**src/rtl/lsbse_pkg.sv**
```systemverilog
package lsbse_pkg;

    localparam int MSG_BYTES   = 1024;
    localparam int QUEUE_DEPTH = 4;
    localparam int BANKS       = 4;

    localparam logic CMD_WRITE = 1'b0;
    localparam logic CMD_PIXEL = 1'b1;

    typedef enum logic [1:0] {
        REG_BITS_PER_COMPONENT = 2'd0,
        REG_ALL_CHANNELS       = 2'd1,
        REG_MESSAGE_LENGTH     = 2'd2,
        REG_PIXEL_COUNT        = 2'd3
    } cfg_index_t;

    typedef struct packed {
        logic       cmd;
        logic [9:0] byte_address;
        logic [7:0] message_byte;
        logic       frame_start;
        logic [7:0] in_blue;
        logic [7:0] in_green;
        logic [7:0] in_red;
    } item_t;

    typedef struct packed {
        logic [7:0] out_blue;
        logic [7:0] out_green;
        logic [7:0] out_red;
        logic       capacity_error;
    } result_t;

    typedef struct packed {
        logic [3:0]  bits_per_component;
        logic        all_channels;
        logic [10:0] message_length;
        logic [23:0] pixel_count;
    } cfg_t;

    typedef struct packed {
        logic        cmd;
        logic [9:0]  byte_address;
        logic [7:0]  message_byte;
        logic        capacity_error;
        logic        use_blue;
        logic        use_green;
        logic        use_red;
        logic [23:0] bit_position;
        logic [7:0]  blue;
        logic [7:0]  green;
        logic [7:0]  red;
    } entry_t;

endpackage

```
**src/rtl/lsbse_front.sv**
```systemverilog
module lsbse_front #(
    parameter int MSG_BYTES = lsbse_pkg::MSG_BYTES
) (
    input  logic                   clk,
    input  logic                   rst_n,
    input  logic                   cfg_we,
    input  lsbse_pkg::cfg_index_t  cfg_index,
    input  logic [23:0]            cfg_data,
    input  logic                   push,
    input  lsbse_pkg::item_t       item,
    input  logic                   q_full,
    output logic                   q_push,
    output lsbse_pkg::entry_t      q_entry,
    output lsbse_pkg::cfg_t        cfg
);

    localparam int LW = $clog2(MSG_BYTES + 1);
    localparam int BW = LW + 3;

    lsbse_pkg::cfg_t cfg_reg;
    lsbse_pkg::cfg_t cfg_next;
    logic [23:0]     pos_reg;
    logic [23:0]     pos_next;

    logic [LW-1:0] len_sat;
    logic [BW-1:0] total_bits;
    logic          bad;
    logic [23:0]   p0;
    logic [25:0]   q0;
    logic [25:0]   q1;
    logic [25:0]   q2;
    logic [25:0]   tb;
    logic          h0;
    logic          h1;
    logic          h2;
    logic [5:0]    b1x;
    logic [5:0]    b2x;
    logic [5:0]    b3x;
    logic [5:0]    adv;
    logic          pixel_accept;

    assign cfg = cfg_reg;

    always_comb
    begin
        cfg_next = cfg_reg;
        if (cfg_we)
        begin
            case (cfg_index)
                lsbse_pkg::REG_BITS_PER_COMPONENT: cfg_next.bits_per_component = cfg_data[3:0];
                lsbse_pkg::REG_ALL_CHANNELS:       cfg_next.all_channels       = cfg_data[0];
                lsbse_pkg::REG_MESSAGE_LENGTH:     cfg_next.message_length     = cfg_data[10:0];
                lsbse_pkg::REG_PIXEL_COUNT:        cfg_next.pixel_count        = cfg_data[23:0];
                default:                           cfg_next = cfg_reg;
            endcase
        end
    end

    always_comb
    begin
        if (32'(cfg_reg.message_length) > 32'(MSG_BYTES))
            len_sat = LW'(MSG_BYTES);
        else
            len_sat = LW'(cfg_reg.message_length);
        total_bits = {len_sat, 3'b000};
        bad = (cfg_reg.bits_per_component == 4'd0) || (cfg_reg.bits_per_component > 4'd8) ||
              (32'(total_bits) > 32'(cfg_reg.pixel_count));

        p0  = item.frame_start ? 24'd0 : pos_reg;
        b1x = 6'(cfg_reg.bits_per_component);
        b2x = 6'({cfg_reg.bits_per_component, 1'b0});
        b3x = b1x + b2x;
        q0  = {2'b00, p0};
        q1  = q0 + 26'(b1x);
        q2  = q0 + 26'(b2x);
        tb  = 26'(total_bits);
        h0  = q0 < tb;
        h1  = q1 < tb;
        h2  = q2 < tb;

        if (cfg_reg.all_channels)
            adv = h2 ? b3x : (h1 ? b2x : (h0 ? b1x : 6'd0));
        else
            adv = h0 ? b1x : 6'd0;

        pixel_accept = push && !q_full && (item.cmd == lsbse_pkg::CMD_PIXEL);
        pos_next     = pos_reg;
        if (pixel_accept)
            pos_next = bad ? p0 : (p0 + 24'(adv));
    end

    always_comb
    begin
        q_push                 = push && !q_full;
        q_entry.cmd            = item.cmd;
        q_entry.byte_address   = item.byte_address;
        q_entry.message_byte   = item.message_byte;
        q_entry.capacity_error = bad;
        q_entry.use_blue       = cfg_reg.all_channels && h0;
        q_entry.use_green      = cfg_reg.all_channels && h1;
        q_entry.use_red        = cfg_reg.all_channels ? h2 : h0;
        q_entry.bit_position   = p0;
        q_entry.blue           = item.in_blue;
        q_entry.green          = item.in_green;
        q_entry.red            = item.in_red;
    end

    always_ff @(posedge clk or negedge rst_n)
    begin
        if (!rst_n)
        begin
            cfg_reg.bits_per_component <= 4'd1;
            cfg_reg.all_channels       <= 1'b0;
            cfg_reg.message_length     <= 11'd0;
            cfg_reg.pixel_count        <= 24'd0;
            pos_reg                    <= 24'd0;
        end
        else
        begin
            cfg_reg <= cfg_next;
            pos_reg <= pos_next;
        end
    end

endmodule

```
**config.mk**
```make
export PLATFORM = sky130hd
export DESIGN_NAME = lsbse_front
export DESIGN_NICKNAME = d
export VERILOG_FILES = /design/src/rtl/lsbse_pkg.sv /design/src/rtl/lsbse_front.sv
export SDC_FILE = /design/constraint.sdc
export NUM_CORES = 1
export LEC_CHECK = 0
export ABC_AREA = 1
export BUFFER_PORTS_ARGS = -buffer_cell sky130_fd_sc_hd__buf_4
export CORE_MARGIN = 2
export CORE_UTILIZATION = 44
export CTS_BUF_LIST = sky130_fd_sc_hd__clkbuf_8
export DETAILED_ROUTE_END_ITERATION = 10
export PLACE_DENSITY = 0.7
export SYNTH_ARGS = -nofsm -noshare
export SYNTH_HDL_FRONTEND = slang
export SYNTH_SLANG_ARGS = --single-unit
```
**constraint.sdc**
```tcl
create_clock -name clk -period 6.7 [get_ports clk]
set_input_delay 1.005 -clock clk [delete_from_list [all_inputs] [get_ports clk]]
set_output_delay 1.005 -clock clk [all_outputs]
set_load 0.02 [all_outputs]
```
==> flow_summary.json <==
{
  "outcome": "finished, final reports clean",
  "ir_drop_uv": 145,
  "synth-seq-cells": 64,
  "stdcell_count": 1163,
  "p_leak_nw": 3.84,
  "antenna_cells": 0,
  "postCtsHoldBufs": 0,
  "layout_common_cells": "nand2_1 (212), inv_1 (118), buf_4 (109)",
  "cts.sinks": 64,
  "port_buffers": 102,
  "final_common_cell": "nand2_1",
  "post-place-cells": 1147,
  "required_ps": 6960,
  "place_congestion": 0.979,
  "cpPeakStageDelay_ps": 450,
  "start_util_pct": 44.6,
  "die_w_um": 125,
  "synthFlopType": "dfrtp_1",
  "vias": 6068,
  "yosysWarnings": 0,
  "final_max_slew_viol_count": 0,
  "root_buffer": "clkbuf_8",
  "row_count": 44,
  "nets": 1108,
  "firstDrtPassIters": 5,
  "min_path_type": "flip-flop to flip-flop",
  "dp_hpwl_um": 14400,
  "post-route-min-period_ps": 6070,
  "power_density_nw_per_um2": 215,
  "htreeDepth": 3,
  "synth_cell_types": 49,
  "period_share_pct": 90.6,
  "tightest_slew_ps": 861,
  "synth_edf_count": 0,
  "setup_tns_ps": 0,
  "syn_avg_cell_area_sq_um": 7.04,
  "crit_top_cell": "nand2_1",
  "path_clk_slew_ps": 80,
  "post_drt_wl_per_cell_um": 15.7,
  "synthArstFlopShare_pct": 100,
  "drtIter0Drc": 405,
  "cp.arrival_ps": 6320,
  "drv_cap": 0,
  "io_pins": 187,
  "grt_max_degree": 65,
  "cpMaxStageDelayCell": "fa_1",
  "avgViaCountPerCell": 5.22,
  "grt_pass1_vias": 5691,
  "core-area_sq_um": 14400,
  "synth_top_area_share_pct": 24.6,
  "seq_area_frac_synth_pct": 25.0,
  "synth_area_leaders": "dfrtp_1 (25%), nand2_1 (12%), ha_1 (11%)",
  "synth_top_cell_by_area": "dfrtp_1",
  "power.total_mw": 1.57,
  "worstSetupStartpointType": "input pin",
  "postRouteAntennaNets": 0,
  "cts_tree": "done",
  "numCtsBuffers": 9,
  "insertion_delay_ps": 370,
  "crit_type": "input pin to flip-flop",
  "antenna_found_initial": 0,
  "synthesis.area_sq_um": 6400,
  "area_delta_synth_final_pct": 13.6,
  "synth_nets": 1044,
  "largest_reg_flops": 40,
  "clk_path_buf_depth": 2,
  "rsz0062_at_grt": "no",
  "finalSetupViolCount": 0,
  "slew_headroom_pct": 42.6,
  "skew_ps": 12.1,
  "layout-drive-gt1-share_pct": 19.7,
  "grt_usage_pct": 23.6,
  "finalHoldViolations": 0,
  "drc": 0,
  "routed_wl_um": 18200,
  "die_y_um": 125,
  "die_area_sq_um": 15500,
  "synthCells": 910,
  "critPathCaptureType": "flip-flop",
  "overflow": 0,
  "clock.fmax_mhz": 165,
  "grt_pass1_wl_um": 29500,
  "path_max_fanout": 19,
  "cts_setup_buffers": 0
}
[stage by stage]
step           util [%]  hold WS [ps]  cell area (sq um)  setup WS, ps
5_1_grt            50.6           541               7270           166
2_1_floorplan         -           449               6400           944
6_report           50.6           517               7270           633
3_5_place_dp       49.0           499               7040           322
4_1_cts            50.6           518               7270           656
3_3_place_gp       49.0           500               7040           527
[critical path, delay by kind of cell]
kind / cells / cell delay, ps
and+or+nand+nor: 19 / 2620
adders and majority gates: 4 / 1270
buffers and inverters: 6 / 660
AOI/OAI and AO/OA: 3 / 590
xor gates and xnor gates: 1 / 160
[kinds of logic after synthesis]
logic type | after synthesis | share of synthesized area, %
adders and majority gates | 59 | 11.8
and+or+nand+nor | 464 | 34.2
DFF | 64 | 25.0
buffers and inverters | 182 | 14.0
muxes | 10 | 1.76
xor gates and xnor gates | 36 | 4.92
AOI/OAI and AO/OA | 95 | 8.34
[Yosys cell counts (2+ instances only)]
library cell / instances
a21o_1: 3
clkbuf_1: 7
inv_2: 6
inv_1: 117
nor2_4: 9
dfrtp_1: 63
nor2_2: 12
a21oi_1: 26
nand3b_1: 3
nor2_1: 106
o21bai_1: 2
nor4_1: 6
o21ai_1: 3
nand2_2: 14
a21boi_0: 2
mux2_2: 10
fa_1: 2
a31oi_1: 2
ha_1: 57
buf_6: 4
xor2_1: 28
nor2_8: 2
a211oi_1: 5
nand3_1: 50
nand4_1: 25
nor3_1: 11
o31ai_1: 2
nand2_1: 212
buf_4: 44
nand2_4: 5
o211ai_1: 3
o21a_1: 2
nand3_2: 3
xnor2_1: 8
o21ai_0: 42
[layer usage]
layer | GRT usage [%] | vias up | wire length [um]
met5 | 0 | - | 0
met4 | 8.00 | 0 | 442
met3 | 4.55 | 28 | 1250
met2 | 37.8 | 228 | 8270
met1 | 32.1 | 2780 | 8280
li1 | - | 3032 | -
[timing repair]
item | 4_1_cts | 5_1_grt
endpoints found under the hold margin | 0 | 0
gates resized for setup | 0 | 1
endpoints found under the setup margin | 0 | 1
[final cells by class]
type                       instances  area (sq um)
clock buffer                      11           151
clock inverter                     5          80.1
fill                            1443          7100
inverter                         126           479
multi-input combinational        664          3910
sequential                        64          1600
tap                              184           230
timing repair buffer             109           818
[final timing paths]
path | cells past startpoint | slack [ps] | from | endpoint
worst min-delay path | 2 | 520 | cfg[5] | cfg[5]
worst min register to register | 2 | 520 | cfg[5] | cfg[5]
worst max register to register | 29 | 1300 | cfg[38] | pos_reg[16]
min in group asynchronous | 1 | 720 | rst_n | pos_reg[19]
worst max-delay path | 33 | 630 | item[24] | pos_reg[16]
max in group asynchronous | 1 | 5390 | rst_n | pos_reg[12]
[power by group]
group          internal, mW  switching, mW  total [mW]  leakage (nW)
logic                 0.256          0.407       0.663          2.90
clock network         0.229          0.160       0.389         0.117
registers             0.442         0.0731       0.515         0.814
total                 0.927          0.640        1.57          3.84
No activity file was read; power rests on OpenSTA's default activity.
