--- config.mk ---
export PLATFORM = sky130hd
export DESIGN_NAME = lsbse_queue
export DESIGN_NICKNAME = d
export VERILOG_FILES = /design/src/rtl/lsbse_pkg.sv /design/src/rtl/lsbse_queue.sv
export SDC_FILE = /design/constraint.sdc
export NUM_CORES = 1
export LEC_CHECK = 0
export BUFFER_PORTS_ARGS = -buffer_cell sky130_fd_sc_hd__buf_4
export CAP_MARGIN = 30
export CELL_PAD_IN_SITES_DETAIL_PLACEMENT = 1
export CELL_PAD_IN_SITES_GLOBAL_PLACEMENT = 2
export CORE_MARGIN = 2
export CORE_UTILIZATION = 45
export CTS_BUF_LIST = sky130_fd_sc_hd__clkbuf_4
export CTS_CLUSTER_SIZE = 8
export DETAILED_ROUTE_END_ITERATION = 12
export PLACE_DENSITY = 0.75
export SYNTH_ARGS = -nofsm -noshare
export SYNTH_HDL_FRONTEND = slang
export SYNTH_SLANG_ARGS = --single-unit
--- constraint.sdc ---
create_clock -name clk -period 4.3 [get_ports clk]
set_input_delay 0.86 -clock clk [delete_from_list [all_inputs] [get_ports clk]]
set_output_delay 0.86 -clock clk [all_outputs]
set_load 0.005 [all_outputs]
--- src/rtl/lsbse_pkg.sv ---
package lsbse_pkg;

    localparam int MSG_BYTES   = 1024;
    localparam int QUEUE_DEPTH = 4;
    localparam int BANKS       = 4;

    localparam logic CMD_WRITE = 1'b0;
    localparam logic CMD_PIXEL = 1'b1;

    typedef enum logic [1:0] {
        REG_BITS_PER_COMPONENT = 2'd0,
        REG_ALL_CHANNELS       = 2'd1,
        REG_MESSAGE_LENGTH     = 2'd2,
        REG_PIXEL_COUNT        = 2'd3
    } cfg_index_t;

    typedef struct packed {
        logic       cmd;
        logic [9:0] byte_address;
        logic [7:0] message_byte;
        logic       frame_start;
        logic [7:0] in_blue;
        logic [7:0] in_green;
        logic [7:0] in_red;
    } item_t;

    typedef struct packed {
        logic [7:0] out_blue;
        logic [7:0] out_green;
        logic [7:0] out_red;
        logic       capacity_error;
    } result_t;

    typedef struct packed {
        logic [3:0]  bits_per_component;
        logic        all_channels;
        logic [10:0] message_length;
        logic [23:0] pixel_count;
    } cfg_t;

    typedef struct packed {
        logic        cmd;
        logic [9:0]  byte_address;
        logic [7:0]  message_byte;
        logic        capacity_error;
        logic        use_blue;
        logic        use_green;
        logic        use_red;
        logic [23:0] bit_position;
        logic [7:0]  blue;
        logic [7:0]  green;
        logic [7:0]  red;
    } entry_t;

endpackage

--- src/rtl/lsbse_queue.sv ---
module lsbse_queue (
    input  logic              clk,
    input  logic              rst_n,
    input  logic              wr_en,
    input  lsbse_pkg::entry_t wr_entry,
    output logic              full,
    input  logic              rd_en,
    output lsbse_pkg::entry_t rd_entry,
    output logic              empty
);

    localparam int DEPTH = lsbse_pkg::QUEUE_DEPTH;
    localparam int PW    = $clog2(DEPTH);
    localparam int CW    = $clog2(DEPTH + 1);

    lsbse_pkg::entry_t slot_reg [DEPTH];
    logic [PW-1:0] wr_ptr_reg;
    logic [PW-1:0] wr_ptr_next;
    logic [PW-1:0] rd_ptr_reg;
    logic [PW-1:0] rd_ptr_next;
    logic [CW-1:0] count_reg;
    logic [CW-1:0] count_next;
    logic          do_wr;
    logic          do_rd;

    assign full     = (count_reg == CW'(DEPTH));
    assign empty    = (count_reg == '0);
    assign rd_entry = slot_reg[rd_ptr_reg];

    always_comb
    begin
        do_wr       = wr_en && !full;
        do_rd       = rd_en && !empty;
        wr_ptr_next = wr_ptr_reg;
        rd_ptr_next = rd_ptr_reg;
        count_next  = count_reg;
        if (do_wr)
            wr_ptr_next = (wr_ptr_reg == PW'(DEPTH - 1)) ? '0 : wr_ptr_reg + 1'b1;
        if (do_rd)
            rd_ptr_next = (rd_ptr_reg == PW'(DEPTH - 1)) ? '0 : rd_ptr_reg + 1'b1;
        if (do_wr && !do_rd)
            count_next = count_reg + 1'b1;
        else if (do_rd && !do_wr)
            count_next = count_reg - 1'b1;
    end

    always_ff @(posedge clk)
    begin
        if (do_wr)
            slot_reg[wr_ptr_reg] <= wr_entry;
    end

    always_ff @(posedge clk or negedge rst_n)
    begin
        if (!rst_n)
        begin
            wr_ptr_reg <= '0;
            rd_ptr_reg <= '0;
            count_reg  <= '0;
        end
        else
        begin
            wr_ptr_reg <= wr_ptr_next;
            rd_ptr_reg <= rd_ptr_next;
            count_reg  <= count_next;
        end
    end

endmodule

==> flow_summary_export.csv, run 1 <==
group,metric,value,unit
cts,cts_resized,0,
worst_setup_path,cp-end-kind,"output port",
worst_setup_path,crit_chain,"buf_4, mux4_2, buf_4",
sta,whs,0.417,ns
drt,drc,0,
sta,setup_violations,0,
cts,clock-root-buffer,"clkbuf_4",
cells_and_area,area_growth_syn_to_layout,23.4,%
sta,tightest_slew,0.705,ns
global_route,grt_overflow_total,0,
placed_design,post-place-cells,864,
cells_and_area,nNetsFinal,704,
power,vdd_drop_max,0.000264,V
cells_and_area,num_antenna_cells,0,
sta,report.final.hold_viol_count,0,
cells_and_area,largest_reg_flops,284,
die,fp.dieW,158,um
cts,hold_buffers,1,
outcome,status,"finished clean",
run,cap_violations,0,
sta,finalCriticalPeriod,3.50,ns
sta,fmax,286,MHz
sta,slew_headroom,52.9,%
worst_setup_path,max_stage_delay,0.82,ns
power,leakage,4.59,nW
logic_synthesis,yosysWarnings,0,
cts,post_cts_buffers,0,
worst_setup_path,cp.arrival,2.64,ns
cts,tritoncts,"yes",
worst_setup_path,cpMostUsedCell,"buf_4",
logic_synthesis,yosys.cell_types.count,20,
drt,vias_per_cell,5.12,
worst_setup_path,path_max_fanout,28,
global_route,grt_usage,18.1,%
placed_design,portBuffers,147,
logic_synthesis,syn_area_per_cell,26.2,um2
die,io_pins,148,
cells_and_area,fin_util,56.3,%
sta,period_share,81.3,%
worst_setup_path,cpMaxStageDelayCell,"dfrtp_4",
drt,wire_per_inst,21.7,um
global_route,grt_pass1_vias,5870,
cells_and_area,final_cell_mix,"edfxtp_1 (284), buf_4 (148), clkbuf_4 (108), mux4_2 (71), clkinv_1 (13)",
cts,clk_latency,0.64,ns
worst_setup_path,worstPathRequired,3.44,ns
sta,rsz0062_at_grt,"no",
power,power.density,672,nW/um2
worst_setup_path,cp-start-kind,"flip-flop",
logic_synthesis,syn_area,10700,um2
power,power,8.84,mW
sta,finalMaxSlewViolations,0,
worst_setup_path,path_class,"reg2out",
logic_synthesis,syn_nets,490,
global_route,antenna_found_initial,0,
placed_design,place_hpwl,13.0,mm
logic_synthesis,synth-seq-cells,291,
logic_synthesis,synth_seq_area_share,81.6,%
die,rows,56,
sta,fin_tns_setup,0,ns
cells_and_area,layout.cells.most_common,"edfxtp_1",
die,dieArea,25000,um2
global_route,grt_first_pass_wirelength,32.8,mm
drt,drtIter0Drc,345,
logic_synthesis,syn_inst,408,
cts,cts_sinks,291,
cells_and_area,final_cells,992,
die,initial_core_util,45.6,%
min_path,worstHoldPathType,"in2reg",
cts,h-tree-depth,3,
sta,fin_skew,0.0304,ns
drt,routed_wl,21.5,mm
drt,drt_pre_antenna_iters,4,
cells_and_area,filler_cell_count,2104,
drt,ant_nets,0,
die,die_h,158,um
cts,cts_buffers,74,
drt,via_count,5075,
die,core,23400,um2
cells_and_area,drive_gt1_share,52.2,%
cts,clk_pin_slew_worst_paths,0.07,ns
placed_design,gp_congestion,0.677,
global_route,grt_max_degree,55,
cts,cts.path.max_buffers,3,
-- cell usage after synthesis (all sizes together) --
cell,number,area (um2)
mux2,4,52.6
nor2b,1,6.26
clkbuf,2,7.51
xnor2,1,8.76
edfxtp,284,8530
and2,4,25.0
xor2,2,17.5
ha,6,75.1
nor3,2,10.0
o31ai,1,12.5
nor3b,1,12.5
fa,1,20.0
nor2,2,7.51
a21o,1,7.51
mux4,71,1600
buf,15,95.1
inv,3,11.3
dfrtp,7,175
-- logic make-up (layout without fill, tap and decap cells) --
group	count (synthesis)	count (layout)	share of synthesized area, %
xor+xnor	3	3	0.246
mux	75	75	15.5
simple gates	10	10	0.575
flops	291	291	81.6
compound gates	2	2	0.188
buf+inv	20	285	1.07
fa+ha+maj	7	7	0.891
-- worst paths after layout --
check / cells after the start / slack (ns) / endpoint / from
min reg2reg: 1 / 0.56 / count_reg[2] / count_reg[2]
min: 1 / 0.42 / slot_reg[3][51] / wr_entry[51]
max in group asynchronous: 2 / 3.59 / rd_ptr_reg[0] / rst_n
min in group asynchronous: 2 / 0.56 / rd_ptr_reg[1] / rst_n
max: 3 / 0.80 / rd_entry[62] / rd_ptr_reg[0]
max reg2reg: 8 / 1.85 / count_reg[2] / count_reg[2]
-- metal layers --
layer,global-route usage (%),wire [um],up-vias
met5,0,0,-
met3,5.89,1730,27
met4,6.52,293,0
met1,23.7,9030,2628
li1,-,-,2233
met2,28.6,10400,187
-- final cells by class --
cell class	count	area [um2]	share of cell area (%)
Sequential cell	291	8710	66.1
Timing Repair Buffer	155	1270	9.65
Tap cell	319	399	3.03
Multi-Input combinational cell	97	1860	14.2
Clock buffer	108	811	6.16
Inverter	3	11.3	0.0855
Clock inverter	19	103	0.779
-- critical path: cells and delay by family (launching register included) --
kind                   cells  cell delay, ns
buffers and inverters      2            0.59
DFF                        1            0.82
muxes                      1            0.57
-- power breakdown --
part	switching [mW]	internal, mW
combinational	1.13	1.43
sequential	0.303	3.75
clock	1.03	1.21
total	2.46	6.38
-- per-stage QoR --
step                cell area, um2  worst slack [ns]
floorplan                    10700              1.04
global placement             12100              1.39
detailed placement           12200              1.38
CTS                          13200             0.649
global route                 13200             0.578
finish                       13200             0.805
Power figures use the tool's default switching activity.
==> run 2, diff against run 1 <==
--- a/config.mk
+++ b/config.mk
@@ -10,11 +10,11 @@
 export CELL_PAD_IN_SITES_DETAIL_PLACEMENT = 1
 export CELL_PAD_IN_SITES_GLOBAL_PLACEMENT = 2
 export CORE_MARGIN = 2
-export CORE_UTILIZATION = 45
+export CORE_UTILIZATION = 42
 export CTS_BUF_LIST = sky130_fd_sc_hd__clkbuf_4
 export CTS_CLUSTER_SIZE = 8
 export DETAILED_ROUTE_END_ITERATION = 12
-export PLACE_DENSITY = 0.75
+export PLACE_DENSITY = 0.73
 export SYNTH_ARGS = -nofsm -noshare
 export SYNTH_HDL_FRONTEND = slang
 export SYNTH_SLANG_ARGS = --single-unit
==> constraint.sdc (replaced) <==
create_clock -name clk -period 3.2 [get_ports clk]
set_input_delay 0.64 -clock clk [delete_from_list [all_inputs] [get_ports clk]]
set_output_delay 0.64 -clock clk [all_outputs]
set_load 0.005 [all_outputs]
==> run 2 against run 1 <==
Against the previous run:
- clock power up 38%
- register-to-register slack worse by 0.89 ns
- global-route usage down 1.2 points
- non-clock buffer count up 5
==> flow_summary_export.csv, run 2 (same netlist as run 1, synthesis figures left out) <==
group,metric,value,unit
worst_setup_path,crit_chain,"buf_12, mux4_2, buf_4",
cells_and_area,nNetsFinal,710,
power,power.density,905,nW/um2
cells_and_area,layout.cells.most_common,"edfxtp_1",
placed_design,post-place-cells,880,
worst_setup_path,timing.rr.start,"count_reg[0]",
cells_and_area,largest_reg_flops,284,
cells_and_area,final_cell_mix,"edfxtp_1 (284), buf_4 (153), clkbuf_4 (109), mux4_2 (71), clkinv_1 (7)",
drt,routed_wl,21.2,mm
cts,clock-root-buffer,"clkbuf_4",
cts,h-tree-depth,3,
worst_setup_path,cp-start-kind,"flip-flop",
sta,tightest_slew,0.599,ns
sta,report.final.hold_viol_count,0,
placed_design,post_dp_cell_area,12300,um2
die,core,25000,um2
drt,drt_pre_antenna_iters,4,
die,initial_core_util,42.6,%
sta,rsz0062_at_grt,"no",
global_route,grt_overflow_total,0,
power,power,11.9,mW
cells_and_area,filler_cell_count,2262,
sta,finalCriticalPeriod,3.02,ns
cts,clk_pin_slew_worst_paths,0.07,ns
worst_setup_path,cp-end-kind,"output port",
die,io_pins,148,
min_path,worstHoldPathType,"in2reg",
global_route,grt_max_degree,46,
global_route,grt_pass1_vias,5917,
global_route,grt_usage,16.9,%
cells_and_area,drive_gt1_share,53.0,%
placed_design,place_hpwl,12.5,mm
outcome,status,"finished clean",
sta,slew_headroom,60.1,%
placed_design,gp_congestion,0.701,
run,cap_violations,0,
worst_setup_path,cp-startpoint,"rd_ptr_reg[1]",
sta,fin_tns_setup,0,ns
sta,finalMaxSlewViolations,0,
cells_and_area,final_cells,1003,
sta,setup_violations,0,
cts,tritoncts,"yes",
worst_setup_path,max_stage_delay,0.79,ns
worst_setup_path,cpMaxStageDelayCell,"dfrtp_4",
cts,clk_latency,0.67,ns
sta,setup_slack,0.182,ns
cts,cts_buffers,75,
worst_setup_path,cp.arrival,2.38,ns
cts,cts_resized,0,
global_route,antenna_found_initial,1,
drt,via_count,5041,
power,leakage,4.61,nW
cells_and_area,area_growth_syn_to_layout,23.7,%
drt,ant_nets,0,
worst_setup_path,path_class,"reg2out",
global_route,grt_first_pass_wirelength,33.5,mm
sta,whs,0.172,ns
placed_design,pre_cts_ws,0.866,ns
worst_setup_path,crit_path_end,"rd_entry[47]",
cells_and_area,fin_util,52.7,%
die,rows,58,
worst_setup_path,worstPathRequired,2.56,ns
power,vdd_drop_max,0.000436,V
die,dieArea,26700,um2
drt,drc,0,
worst_setup_path,path_max_fanout,38,
placed_design,portBuffers,147,
cts,post_cts_buffers,0,
sta,period_share,94.3,%
die,die_h,163,um
sta,fmax,331,MHz
cells_and_area,fin_area,13200,um2
cts,cts_sinks,291,
worst_setup_path,r2r_end,"count_reg[2]",
drt,drtIter0Drc,271,
sta,fin_skew,0.0372,ns
cts,cts.path.max_buffers,3,
die,fp.dieW,163,um
drt,vias_per_cell,5.03,
drt,wire_per_inst,21.1,um
worst_setup_path,r2r_slack,0.96,ns
worst_setup_path,ff2ff_path_depth,7,
-- run 2: report_power, final --
part,internal [mW],switching [mW]
clock network,1.70,1.39
registers,5.04,0.305
logic,1.92,1.58
-- run 2: area by class of cell --
type	instances	area (um2)	area share (%)
Tap cell	330	413	3.13
Sequential cell	291	8710	66.0
Clock buffer	109	818	6.20
Timing Repair Buffer	160	1280	9.69
Clock inverter	12	97.6	0.740
Antenna cell	1	2.50	0.0190
Inverter	3	11.3	0.0853
Multi-Input combinational cell	97	1860	14.1
-- run 2: routing by layer --
metal	share of wire (%)	wire length [um]	up-vias	GRT usage, %
met4	1.7	365	0	6.92
met2	50	10700	150	27.2
met3	6.5	1370	32	5.38
met1	41	8770	2635	21.4
met5	0	0	-	0
li1	-	-	2224	-
-- run 2: worst min path at each step --
stage,from,end,slack [ns],cells after the start
6_report,wr_entry[39],slot_reg[1][39],0.17,1
5_1_grt,wr_entry[34],slot_reg[0][34],0.10,1
4_1_cts,wr_entry[30],slot_reg[3][30],0.09,1
3_5_place_dp,rst_n,count_reg[2],0.47,1
3_3_place_gp,rst_n,count_reg[2],0.47,1
2_1_floorplan,rst_n,count_reg[0],0.34,0
-- run 2: critical path, delay by kind of cell, from the launching register on --
family / cells / cell delay (ns)
buffers and inverters: 2 / 0.48
DFF: 1 / 0.79
muxes: 1 / 0.37
-- run 2: repair_timing --
action / in CTS / in global routing
hold buffers: 1 / 0
setup endpoints to repair: 0 / 0
hold endpoints to repair: 7 / 0
